File: config.mk
export PLATFORM = sky130hd
export DESIGN_NAME = tag_presence_trigger_qualifier
export DESIGN_NICKNAME = d
export VERILOG_FILES = /design/src/rtl/core/tpq_pkg.sv /design/src/rtl/core/tpq_cfg_regs.sv /design/src/rtl/core/tpq_core.sv /design/src/rtl/core/tag_presence_trigger_qualifier.sv
export SDC_FILE = /design/constraint.sdc
export NUM_CORES = 1
export LEC_CHECK = 0
export BUFFER_PORTS_ARGS = -buffer_cell sky130_fd_sc_hd__buf_2
export CORE_MARGIN = 2
export CORE_UTILIZATION = 40
export CTS_CLUSTER_DIAMETER = 30
export DETAILED_ROUTE_END_ITERATION = 6
export GPL_ROUTABILITY_DRIVEN = 1
export HOLD_SLACK_MARGIN = 0.15
export PLACE_DENSITY_LB_ADDON = 0.12
export SLEW_MARGIN = 30
export SYNTH_ARGS = -nofsm -noshare
export SYNTH_HDL_FRONTEND = slang
export SYNTH_SLANG_ARGS = --single-unit
export TNS_END_PERCENT = 50
File: constraint.sdc
create_clock -name clk -period 5 [get_ports clk]
set_input_delay 1 -clock clk [delete_from_list [all_inputs] [get_ports clk]]
set_output_delay 1 -clock clk [all_outputs]
set_load 0.01 [all_outputs]
File: src/rtl/core/tpq_pkg.sv
// ----------------------------------------------------------------------------
// tpq_pkg
// Types, constants and helpers shared by the tag presence trigger qualifier.
// ----------------------------------------------------------------------------
package tpq_pkg;

	localparam int TIME_W          = 32;
	localparam int CFG_W           = 16;
	localparam int LEN_W           = 3;
	localparam int UID_FIELD_BYTES = 7;
	localparam int UID_W           = 8 * UID_FIELD_BYTES;
	// longest UID the handler keeps; longer lengths saturate to this
	localparam int UID_BYTES       = 7;

	localparam logic [CFG_W-1:0] POLL_INTERVAL_RST = CFG_W'(50);
	localparam logic [CFG_W-1:0] GRACE_RST         = CFG_W'(300);
	localparam logic [CFG_W-1:0] DEBOUNCE_RST      = CFG_W'(300);
	localparam logic [CFG_W-1:0] PREEMPT_GAP_RST   = CFG_W'(350);

	typedef enum logic [1:0] {
		REG_POLL_INTERVAL = 2'd0,
		REG_GRACE         = 2'd1,
		REG_DEBOUNCE      = 2'd2,
		REG_PREEMPT_GAP   = 2'd3
	} cfg_reg_t;

	typedef struct packed {
		logic              cmd;
		logic [TIME_W-1:0] now_ms;
		logic              raw_present;
		logic [UID_W-1:0]  tag_uid;
		logic [LEN_W-1:0]  tag_uid_len;
		logic              led_idle;
	} poll_t;

	typedef struct packed {
		logic processed;
		logic tag_present;
		logic rising;
		logic trigger;
		logic preempt;
		logic keep_alive;
		logic hold_active;
	} res_t;

	typedef struct packed {
		logic [CFG_W-1:0] poll_interval_ms;
		logic [CFG_W-1:0] grace_ms;
		logic [CFG_W-1:0] debounce_ms;
		logic [CFG_W-1:0] preempt_gap_ms;
	} cfg_t;

	// byte mask over the UID field, first byte in the top bits
	function automatic logic [UID_W-1:0] uid_mask(input logic [LEN_W-1:0] len);
		logic [UID_W-1:0] m;
		m = '0;
		for (int i = 0; i < UID_FIELD_BYTES; i++) begin
			if ({1'b0, len} > 4'(i)) begin
				m[UID_W-1-8*i -: 8] = 8'hFF;
			end
		end
		return m;
	endfunction

endpackage

File: src/rtl/core/tpq_cfg_regs.sv
// ----------------------------------------------------------------------------
// tpq_cfg_regs
// Timing configuration registers, written through a plain write port.
// ----------------------------------------------------------------------------
module tpq_cfg_regs
	import tpq_pkg::*;
(
	input  logic             clk,
	input  logic             arst_n,
	input  logic             cfg_we,
	input  logic [1:0]       cfg_idx,
	input  logic [CFG_W-1:0] cfg_data,
	output cfg_t             cfg
);

	cfg_t cfg_q;

	always_ff @(posedge clk or negedge arst_n) begin
		if (!arst_n) begin
			cfg_q.poll_interval_ms <= POLL_INTERVAL_RST;
			cfg_q.grace_ms         <= GRACE_RST;
			cfg_q.debounce_ms      <= DEBOUNCE_RST;
			cfg_q.preempt_gap_ms   <= PREEMPT_GAP_RST;
		end else if (cfg_we) begin
			case (cfg_reg_t'(cfg_idx))
				REG_POLL_INTERVAL: cfg_q.poll_interval_ms <= cfg_data;
				REG_GRACE:         cfg_q.grace_ms         <= cfg_data;
				REG_DEBOUNCE:      cfg_q.debounce_ms      <= cfg_data;
				REG_PREEMPT_GAP:   cfg_q.preempt_gap_ms   <= cfg_data;
				default:           cfg_q                  <= cfg_q;
			endcase
		end
	end

	assign cfg = cfg_q;

endmodule

File: src/rtl/core/tpq_core.sv
// ----------------------------------------------------------------------------
// tpq_core
// Guard state and the per-poll decision: throttle, grace, edge, trigger,
// preempt and suppression.
// ----------------------------------------------------------------------------
module tpq_core
	import tpq_pkg::*;
(
	input  logic  clk,
	input  logic  arst_n,
	input  cfg_t  cfg,
	input  logic  step_en,
	input  poll_t item,
	output res_t  result
);

	logic [TIME_W-1:0] last_poll_q;
	logic              prev_present_q;
	logic              hold_q;
	logic [UID_W-1:0]  hold_uid_q;
	logic [LEN_W-1:0]  hold_cnt_q;
	logic [TIME_W-1:0] last_trig_q;
	logic [TIME_W-1:0] last_seen_q;
	logic [UID_W-1:0]  busy_uid_q;
	logic [LEN_W-1:0]  busy_cnt_q;

	logic [TIME_W-1:0] last_poll_d, last_trig_d, last_seen_d;
	logic              prev_present_d, hold_d;
	logic [UID_W-1:0]  hold_uid_d, busy_uid_d;
	logic [LEN_W-1:0]  hold_cnt_d, busy_cnt_d;

	logic [TIME_W-1:0] dt_poll, dt_seen, dt_trig;
	logic [LEN_W-1:0]  len_sat;
	logic [UID_W-1:0]  uid;
	logic              throttled, fresh, present, rising, trig, pre, keep;
	logic              same_busy, same_hold, too_fast, gap_ok;

	assign dt_poll = item.now_ms - last_poll_q;
	assign dt_seen = item.now_ms - last_seen_q;
	assign dt_trig = item.now_ms - last_trig_q;

	assign throttled = dt_poll < TIME_W'(cfg.poll_interval_ms);
	assign len_sat   = ({1'b0, item.tag_uid_len} > 4'(UID_BYTES)) ?
	                   LEN_W'(UID_BYTES) : item.tag_uid_len;
	assign uid       = item.tag_uid & uid_mask(len_sat);
	assign fresh     = item.raw_present && (len_sat != '0);
	// grace only matters on a miss, so the old seen time is the right one
	assign present   = fresh ||
	                   (hold_q && (dt_seen < TIME_W'(cfg.grace_ms)));
	assign rising    = present && !prev_present_q;

	assign same_busy = (busy_cnt_q == len_sat) && (busy_uid_q == uid);
	assign same_hold = hold_q && (hold_cnt_q == len_sat) && (hold_uid_q == uid);
	assign too_fast  = dt_trig < TIME_W'(cfg.debounce_ms);
	assign gap_ok    = dt_trig >= TIME_W'(cfg.preempt_gap_ms);

	assign pre  = rising && !item.led_idle && fresh && !same_busy && gap_ok;
	assign trig = pre || (rising && item.led_idle && fresh && !(same_hold && too_fast));
	assign keep = rising ? (item.led_idle || trig) : present;

	always_comb begin
		last_poll_d    = last_poll_q;
		prev_present_d = prev_present_q;
		hold_d         = hold_q;
		hold_uid_d     = hold_uid_q;
		hold_cnt_d     = hold_cnt_q;
		last_trig_d    = last_trig_q;
		last_seen_d    = last_seen_q;
		busy_uid_d     = busy_uid_q;
		busy_cnt_d     = busy_cnt_q;
		result         = '0;

		if (item.cmd) begin
			// reset command: guards cleared, poll time kept
			prev_present_d = 1'b0;
			hold_d         = 1'b0;
			hold_uid_d     = '0;
			hold_cnt_d     = '0;
			last_trig_d    = '0;
			last_seen_d    = '0;
			busy_uid_d     = '0;
			busy_cnt_d     = '0;
		end else if (throttled) begin
			result.tag_present = prev_present_q;
			result.hold_active = hold_q;
		end else begin
			last_poll_d    = item.now_ms;
			prev_present_d = present;
			if (fresh) begin
				last_seen_d = item.now_ms;
			end
			if (item.led_idle) begin
				busy_uid_d = '0;
				busy_cnt_d = '0;
			end
			if (trig) begin
				hold_d      = 1'b1;
				hold_uid_d  = uid;
				hold_cnt_d  = len_sat;
				busy_uid_d  = uid;
				busy_cnt_d  = len_sat;
				last_trig_d = item.now_ms;
			end else if (!present && prev_present_q) begin
				hold_d      = 1'b0;
				hold_uid_d  = '0;
				hold_cnt_d  = '0;
				last_trig_d = '0;
			end
			result.processed   = 1'b1;
			result.tag_present = present;
			result.rising      = rising;
			result.trigger     = trig;
			result.preempt     = pre;
			result.keep_alive  = keep;
			result.hold_active = hold_d;
		end
	end

	always_ff @(posedge clk or negedge arst_n) begin
		if (!arst_n) begin
			last_poll_q    <= '0;
			prev_present_q <= 1'b0;
			hold_q         <= 1'b0;
			hold_uid_q     <= '0;
			hold_cnt_q     <= '0;
			last_trig_q    <= '0;
			last_seen_q    <= '0;
			busy_uid_q     <= '0;
			busy_cnt_q     <= '0;
		end else if (step_en) begin
			last_poll_q    <= last_poll_d;
			prev_present_q <= prev_present_d;
			hold_q         <= hold_d;
			hold_uid_q     <= hold_uid_d;
			hold_cnt_q     <= hold_cnt_d;
			last_trig_q    <= last_trig_d;
			last_seen_q    <= last_seen_d;
			busy_uid_q     <= busy_uid_d;
			busy_cnt_q     <= busy_cnt_d;
		end
	end

endmodule

File: src/rtl/core/tag_presence_trigger_qualifier.sv
// ----------------------------------------------------------------------------
// tag_presence_trigger_qualifier
// Qualifies tag reader polls into trigger, preempt and keep-alive decisions.
//
//   channel  dir  handshake              payload
//   poll     in   poll_valid/poll_ready  poll_t  (cmd, time, UID, idle)
//   res      out  res_valid/res_ready    res_t   (presence and decision flags)
//   cfg      in   cfg_we                 cfg_idx, cfg_data (16 bit)
//
// One word per cycle unless res_ready stalls; input and result registers.
// The decision for a word is one pass of compare/subtract logic in tpq_core.
// A stalled result holds in its register while the input register still
// takes a word; the poll side only stops when both registers are full.
// arst_n clears control, guard state and config to defaults; no clearing pass.
// ----------------------------------------------------------------------------
module tag_presence_trigger_qualifier
	import tpq_pkg::*;
(
	input  logic             clk,
	input  logic             arst_n,
	input  logic             poll_valid,
	output logic             poll_ready,
	input  poll_t            poll,
	output logic             res_valid,
	input  logic             res_ready,
	output res_t             res,
	input  logic             cfg_we,
	input  logic [1:0]       cfg_idx,
	input  logic [CFG_W-1:0] cfg_data
);

	cfg_t  cfg;
	poll_t item_s1;
	logic  valid_s1;
	res_t  res_q;
	logic  res_valid_q;
	res_t  step_res;
	logic  advance, take;

	assign advance    = valid_s1 && (!res_valid_q || res_ready);
	assign poll_ready = !valid_s1 || advance;
	assign take       = poll_valid && poll_ready;

	tpq_cfg_regs u_cfg (
		.clk      (clk),
		.arst_n   (arst_n),
		.cfg_we   (cfg_we),
		.cfg_idx  (cfg_idx),
		.cfg_data (cfg_data),
		.cfg      (cfg)
	);

	tpq_core u_core (
		.clk     (clk),
		.arst_n  (arst_n),
		.cfg     (cfg),
		.step_en (advance),
		.item    (item_s1),
		.result  (step_res)
	);

	always_ff @(posedge clk or negedge arst_n) begin
		if (!arst_n) begin
			valid_s1    <= 1'b0;
			res_valid_q <= 1'b0;
		end else begin
			valid_s1    <= take || (valid_s1 && !advance);
			res_valid_q <= advance || (res_valid_q && !res_ready);
		end
	end

	always_ff @(posedge clk) begin
		if (take) begin
			item_s1 <= poll;
		end
		if (advance) begin
			res_q <= step_res;
		end
	end

	assign res_valid = res_valid_q;
	assign res       = res_q;

endmodule

* Yosys cells after proc, flatten, opt, wreduce, memory -nomap -nowiden *
Index checks and enable logic that the tools add are counted.

storage, ports and cells
  bits in registers = 383
  input port bits = 117
  word-level logic and storage cells = 140

operators by class
  add/sub/neg operators = 3
  magnitude comparators = 11
  eq/ne operators = 8
  multiplexer cells = 38
  bitwise operators = 3
  reductions and logical operators = 49

operators with widths
  operator                                                               number
  56-bit two-way mux                                                     8
  32-bit two-way mux                                                     7
  56-bit equality test                                                   2
  32-bit by 16-bit less-than comparator with 1-bit output                3
  32-bit subtractor                                                      3
  56-bit AND                                                             1
  8-bit two-way mux                                                      7
  32-bit by 16-bit greater-or-equal comparator with 1-bit output         1
  3-bit two-way mux                                                      8
  1-bit logical AND                                                      19
  3-bit AND reduction                                                    4
  3-bit > comparator, second input constant                              3
  1-bit zero test                                                        9
  3-bit nonzero test                                                     3
  1-bit two-way mux                                                      8
  2-bit AND reduction                                                    4
  1-bit logical OR                                                       7
  3-bit equality test                                                    2
  3-bit by 1-bit > comparator with 1-bit output, second input constant   2
  3-bit by 2-bit > comparator with 1-bit output, second input constant   2
  2-bit equality test, second input constant                             2
  2-bit by 1-bit equality test with 1-bit output, second input constant  1
  2-bit zero test                                                        1
  2-bit inequality test, second input constant                           1
  3 further kinds                                                        4

* Depth between registers and ports, before layout *
  depth after elaboration = 13
  gate-level depth with buffers = 26
  gate-level depth less buffers = 23

* Cells and area by module *
From an unflattened synthesis, not the netlist that was laid out.

second synthesis, totals
  cell total of the unflattened synthesis = 2382
  area total of the unflattened synthesis = 23791.6 µm²

modules (own cells, without submodules)
  module                          times used  cells an instance  area an instance (µm²)
  tpq_core                        1           2137               18222.5
  tag_presence_trigger_qualifier  1           109                3136.8
  tpq_cfg_regs                    1           136                2432.3

* Worst setup path before layout *
OpenSTA, ideal clock, no wires.

  kind = register -> register
  from = register item_s1[61] (netlist name)
  to = register u_core.busy_cnt_q[2]
  library setup time = 0.120 ns
  arrival = 5.304 ns
  required time = 4.880 ns
  path slack = -0.424 ns
  cell stages (with the launch flop) = 27
  clock period less this slack = 5.424 ns
  path through = edfxtp_1 -> inv_1 -> ha_1 -> inv_1 -> fa_1 -> a21o_1 -> a221oi_1 -> o21a_1 -> nor2_1 -> o21ai_0 -> nand2b_1 -> a21oi_1 -> xnor2_1 -> ha_1 -> and4_1 -> a2111oi_0 -> o2111ai_1 -> a311oi_1 -> nand4b_1 -> nand4b_1 -> o31ai_1 -> a211oi_1 -> buf_2 -> and2_0 -> buf_2 -> buf_2 -> a31o_1

between the ends
  word-level cells in the longest chain between the ends = 13
  elaborated cells on any way between the ends = 26
  those cells by class = add/sub: 3; order compare: 4; eq/ne: 1; mux: 3; reduce/logical: 15

ends and longest elaborated chain
  element                                                  line                                  text
  start, declared                                          tag_presence_trigger_qualifier.sv:33  poll_t item_s1;
  start signal, assigned                                   tag_presence_trigger_qualifier.sv:74  item_s1 <= poll;
  32-bit subtractor                                        tpq_core.sv:39                        assign dt_seen = item.now_ms - last_seen_q;
  32-bit by 16-bit less-than comparator with 1-bit output  tpq_core.sv:49                        (hold_q && (dt_seen < TIME_W'(cfg.grace_ms)));
  1-bit logical AND                                        tpq_core.sv:49
  1-bit logical OR                                         tpq_core.sv:48                        assign present = fresh ||
  1-bit logical AND                                        tpq_core.sv:50                        assign rising = present && !prev_present_q;
  1-bit logical AND (4 in a row)                           tpq_core.sv:57                        assign pre = rising && !item.led_idle && fresh && !same_busy && gap_ok;
  1-bit logical OR                                         tpq_core.sv:58                        assign trig = pre || (rising && item.led_idle && fresh && !(same_hold && too_fast));
  3-bit two-way mux                                        tpq_core.sv:96                        if (trig) begin
  3-bit two-way mux                                        tpq_core.sv:83                        end else if (throttled) begin
  3-bit two-way mux                                        tpq_core.sv:73                        if (item.cmd) begin
  end signal, assigned                                     tpq_core.sv:139                       busy_cnt_q <= busy_cnt_d;
  end, declared                                            tpq_core.sv:25                        logic [LEN_W-1:0] busy_cnt_q;

Parallel ways exist; a longest one is shown, timed or not. The select of a mux whose other input is x is not followed.
A chain may end at the register's enable or synchronous reset.

* Worst setup path after layout *
  from = register item_s1[62] (netlist name)
  to = register u_core.hold_uid_q[37]

between the ends
  word-level cells in the longest chain between the ends = 13
  elaborated cells on any way between the ends = 28
  those cells by class = add/sub: 3; order compare: 4; eq/ne: 1; mux: 3; reduce/logical: 17

ends and longest elaborated chain
  element                                                  line             text
  32-bit subtractor                                        tpq_core.sv:39
  32-bit by 16-bit less-than comparator with 1-bit output  tpq_core.sv:49
  1-bit logical AND                                        tpq_core.sv:49
  1-bit logical OR                                         tpq_core.sv:48
  1-bit logical AND                                        tpq_core.sv:50
  1-bit logical AND (4 in a row)                           tpq_core.sv:57
  1-bit logical OR                                         tpq_core.sv:58
  56-bit two-way mux                                       tpq_core.sv:96
  56-bit two-way mux                                       tpq_core.sv:83
  56-bit two-way mux                                       tpq_core.sv:73
  end signal, assigned                                     tpq_core.sv:134  hold_uid_q <= hold_uid_d;
  end, declared                                            tpq_core.sv:20   logic [UID_W-1:0] hold_uid_q;

Parallel ways exist; a longest one is shown, timed or not. The select of a mux whose other input is x is not followed.

==> impl_metrics.env <==
export IMPL_status="finished, violations left"
export IMPL_violations="DRC, setup timing"
export IMPL_synth_edf_count=101
export IMPL_rows=89
export IMPL_drtIter0Drc=1303
export IMPL_hp_class="primary input to async pin"
export IMPL_numClockSinks=383
export IMPL_fp_dieArea_sq_um=62140
export IMPL_synth_area_leaders="dfrtp_1 28%, edfxtp_1 13%, ha_1 8.0%, nand2_1 3.7%, o21ai_0 3.2%"
export IMPL_stdcell_area_sq_um=31800
export IMPL_io_buffers=125
export IMPL_synth_seq_cells=383
export IMPL_finClkSkew_ns=0.05242
export IMPL_synthFlopType="dfrtp_1"
export IMPL_period_share_pct=108.8
export IMPL_async_reset_ff_share_pct=73.63
export IMPL_place_area_sq_um=27420
export IMPL_ir_drop_mv=0.3263
export IMPL_fin_cells=3776
export IMPL_viasPerCell=5.732
export IMPL_drt_total_wl_microns=80210
export IMPL_die_h_microns=249.3
export IMPL_antenna_found_initial=3
export IMPL_syn_inst=2521
export IMPL_yosysTopAreaCell="dfrtp_1"
export IMPL_p_leak_nw=13.83
export IMPL_overflow=0
export IMPL_place_congestion=0.9349
export IMPL_firstDrtPassIters=7
export IMPL_placed_cells=3556
export IMPL_h_tree_depth=3
export IMPL_avgRoutedWirePerCell_microns=21.24
export IMPL_drive_gt1_share_pct=26.51
export IMPL_setup_viol=222
export IMPL_hold_violations=0
export IMPL_drtAntennaViolNets=0
export IMPL_finalMaxSlewViolations=0
export IMPL_area_growth_pct=32.15
export IMPL_grt_start_max_net_pins=108
export IMPL_dp_hpwl_microns=58710
export IMPL_synth_fp_nets=2795
export IMPL_worstMarginPinSlew_ns=0.7732
export IMPL_grt_pass1_wl_microns=123500
export IMPL_max_freq_ghz=0.1839
export IMPL_cts_made_buffers=97
export IMPL_arrival_ns=6.03
export IMPL_cts_root_buffer="clkbuf_16"
export IMPL_synth_most_common_cell="dfrtp_1"
export IMPL_critPathMaxFanout=6
export IMPL_syn_area_per_cell_sq_um=9.546
export IMPL_required_ns=5.59
export IMPL_worstSetupPathType="flop to flop"
export IMPL_via_count=21645
export IMPL_yosysSeqAreaShare_pct=42.02
export IMPL_fp_dieW_microns=249.3
export IMPL_relSlewSlack_pct=47.12
export IMPL_min_period_ns=5.439
export IMPL_start_util_pct=40.62
export IMPL_syn_area_sq_um=24060
export IMPL_p_per_area_nw_per_um2=446.8
export IMPL_rsz0062_at_grt="true"
export IMPL_clock_path_buffers=3
export IMPL_slowest_stage="or3_4"
export IMPL_gr_usage_all_layers_pct=25.36
export IMPL_ios=126
export IMPL_core_sq_um=59240
export IMPL_cts_tree="built"
export IMPL_clk_pin_slew_ns=0.05
export IMPL_nets=3194
export IMPL_endpoint_kind="flop"
export IMPL_crit_path_start_kind="flop"
export IMPL_route_detailed_drc=13
export IMPL_clock_latency_ns=0.66
export IMPL_synth_common_cells="265 x dfrtp_1, 238 x nand2_1, 201 x inv_1"
export IMPL_max_stage_delay_ns=0.46
export IMPL_synth_top_area_share_pct=27.56
export IMPL_fin_ws_ns=-0.4390
export IMPL_first_global_vias=21756
export IMPL_drv_cap=0
export IMPL_ys_warn_count=0
export IMPL_ys_types=93
export IMPL_antenna_cells=0
-- kinds of logic after synthesis --
kind of cell             synth area share [%]
XOR/XNOR                                3.385
multiplexers                            3.073
adder cells (fa/ha/maj)                 8.257
AO/OA/AOI/OAI                           23.43
buffers and inverters                   5.574
flip-flops                              42.02
AND/OR/NAND/NOR                         14.26
-- layout by cell type, fill, tap and decap left out, types with 86 or more instances in the layout --
cell type    n
inv_1      198
buf_4      251
ha_1       152
a22o_1      86
clkbuf_16  102
nor2_1     135
o21ai_0    107
nand2_1    211
a21oi_1    131
buf_2      124
dfrtp_1    265
edfxtp_1   101
-- per-layer routing --
metal / routed length [microns] / vias up / global-route usage, %
met4: 3457 / 2 / 11.29
met1: 33200 / 10604 / 30.47
met3: 3185 / 186 / 3.480
met5: 12 / - / 0
li1: - / 10241 / -
met2: 40350 / 612 / 45.11
-- stage by stage --
stage	hold WS [ns]	worst slack (ns)	power [mW]	util (%)	setup TNS (ns)
after floorplan	0.4498	-0.004594	6.289	-	-0.009187
after detailed placement	0.4699	-0.6504	7.787	46.28	-122.26
final	0.2314	-0.4390	14.21	53.68	-78.84
after CTS	0.4473	-0.4109	14.18	52.95	-71.87
after global placement	0.4616	-0.5550	7.737	46.28	-105.67
after global routing	0.2332	-0.6583	14.96	53.68	-128.95
-- layout make-up --
class | instances | area (sq um)
Clock buffer | 117 | 2623
Clock inverter | 65 | 678.2
Fill cell | 5373 | 27440
Inverter | 201 | 754.5
Multi-Input combinational cell | 1807 | 13150
Sequential cell | 383 | 10110
Tap cell | 773 | 967.2
Timing Repair Buffer | 430 | 3521
-- power breakdown --
group,switching (mW),internal (mW)
clock,2.05,4.10
sequential,0.271,3.60
combinational,2.29,1.89
-- registers in the layout, summed over array words and instances, names as in the netlist --
register,cells
item_s1,94
res,7
res_valid,1
u_cfg.cfg,64
u_core.busy_cnt_q,3
u_core.busy_uid_q,56
u_core.hold_cnt_q,3
u_core.hold_q,1
u_core.hold_uid_q,56
u_core.last_poll_q,32
u_core.last_seen_q,32
u_core.last_trig_q,32
u_core.prev_present_q,1
valid_s1,1
-- final timing paths --
| check | start | end | slack (ns) | cells after the start |
|---|---|---|---|---|
| max | item_s1[62] | u_core.hold_uid_q[37] | -0.44 | 25 |
| min | arst_n | u_core.busy_uid_q[19] | 0.23 | 1 |
| max reg2reg | item_s1[62] | u_core.hold_uid_q[37] | -0.44 | 25 |
| min reg2reg | u_core.last_seen_q[6] | u_core.last_seen_q[6] | 0.48 | 2 |
| max in group asynchronous | arst_n | u_cfg.cfg[37] | 3.89 | 2 |
| min in group clk | u_core.last_seen_q[6] | u_core.last_seen_q[6] | 0.48 | 2 |
-- critical path: cells and delay by family, from the launching register on --
family | cells | cell delay (ns)
flip-flops | 1 | 0.44
XOR/XNOR | 1 | 0.13
AND/OR/NAND/NOR | 7 | 1.43
adder cells (fa/ha/maj) | 2 | 0.56
buffers and inverters | 4 | 0.63
AO/OA/AOI/OAI | 11 | 2.17
-- repair_timing --
action,in CTS,in global routing
pin swaps,59,67
cloned,8,6
endpoints found under the setup margin,223,223
hold buffers,0,0
buffers inserted,19,9
resized for setup,110,79
No activity file was read; power rests on OpenSTA's default activity.
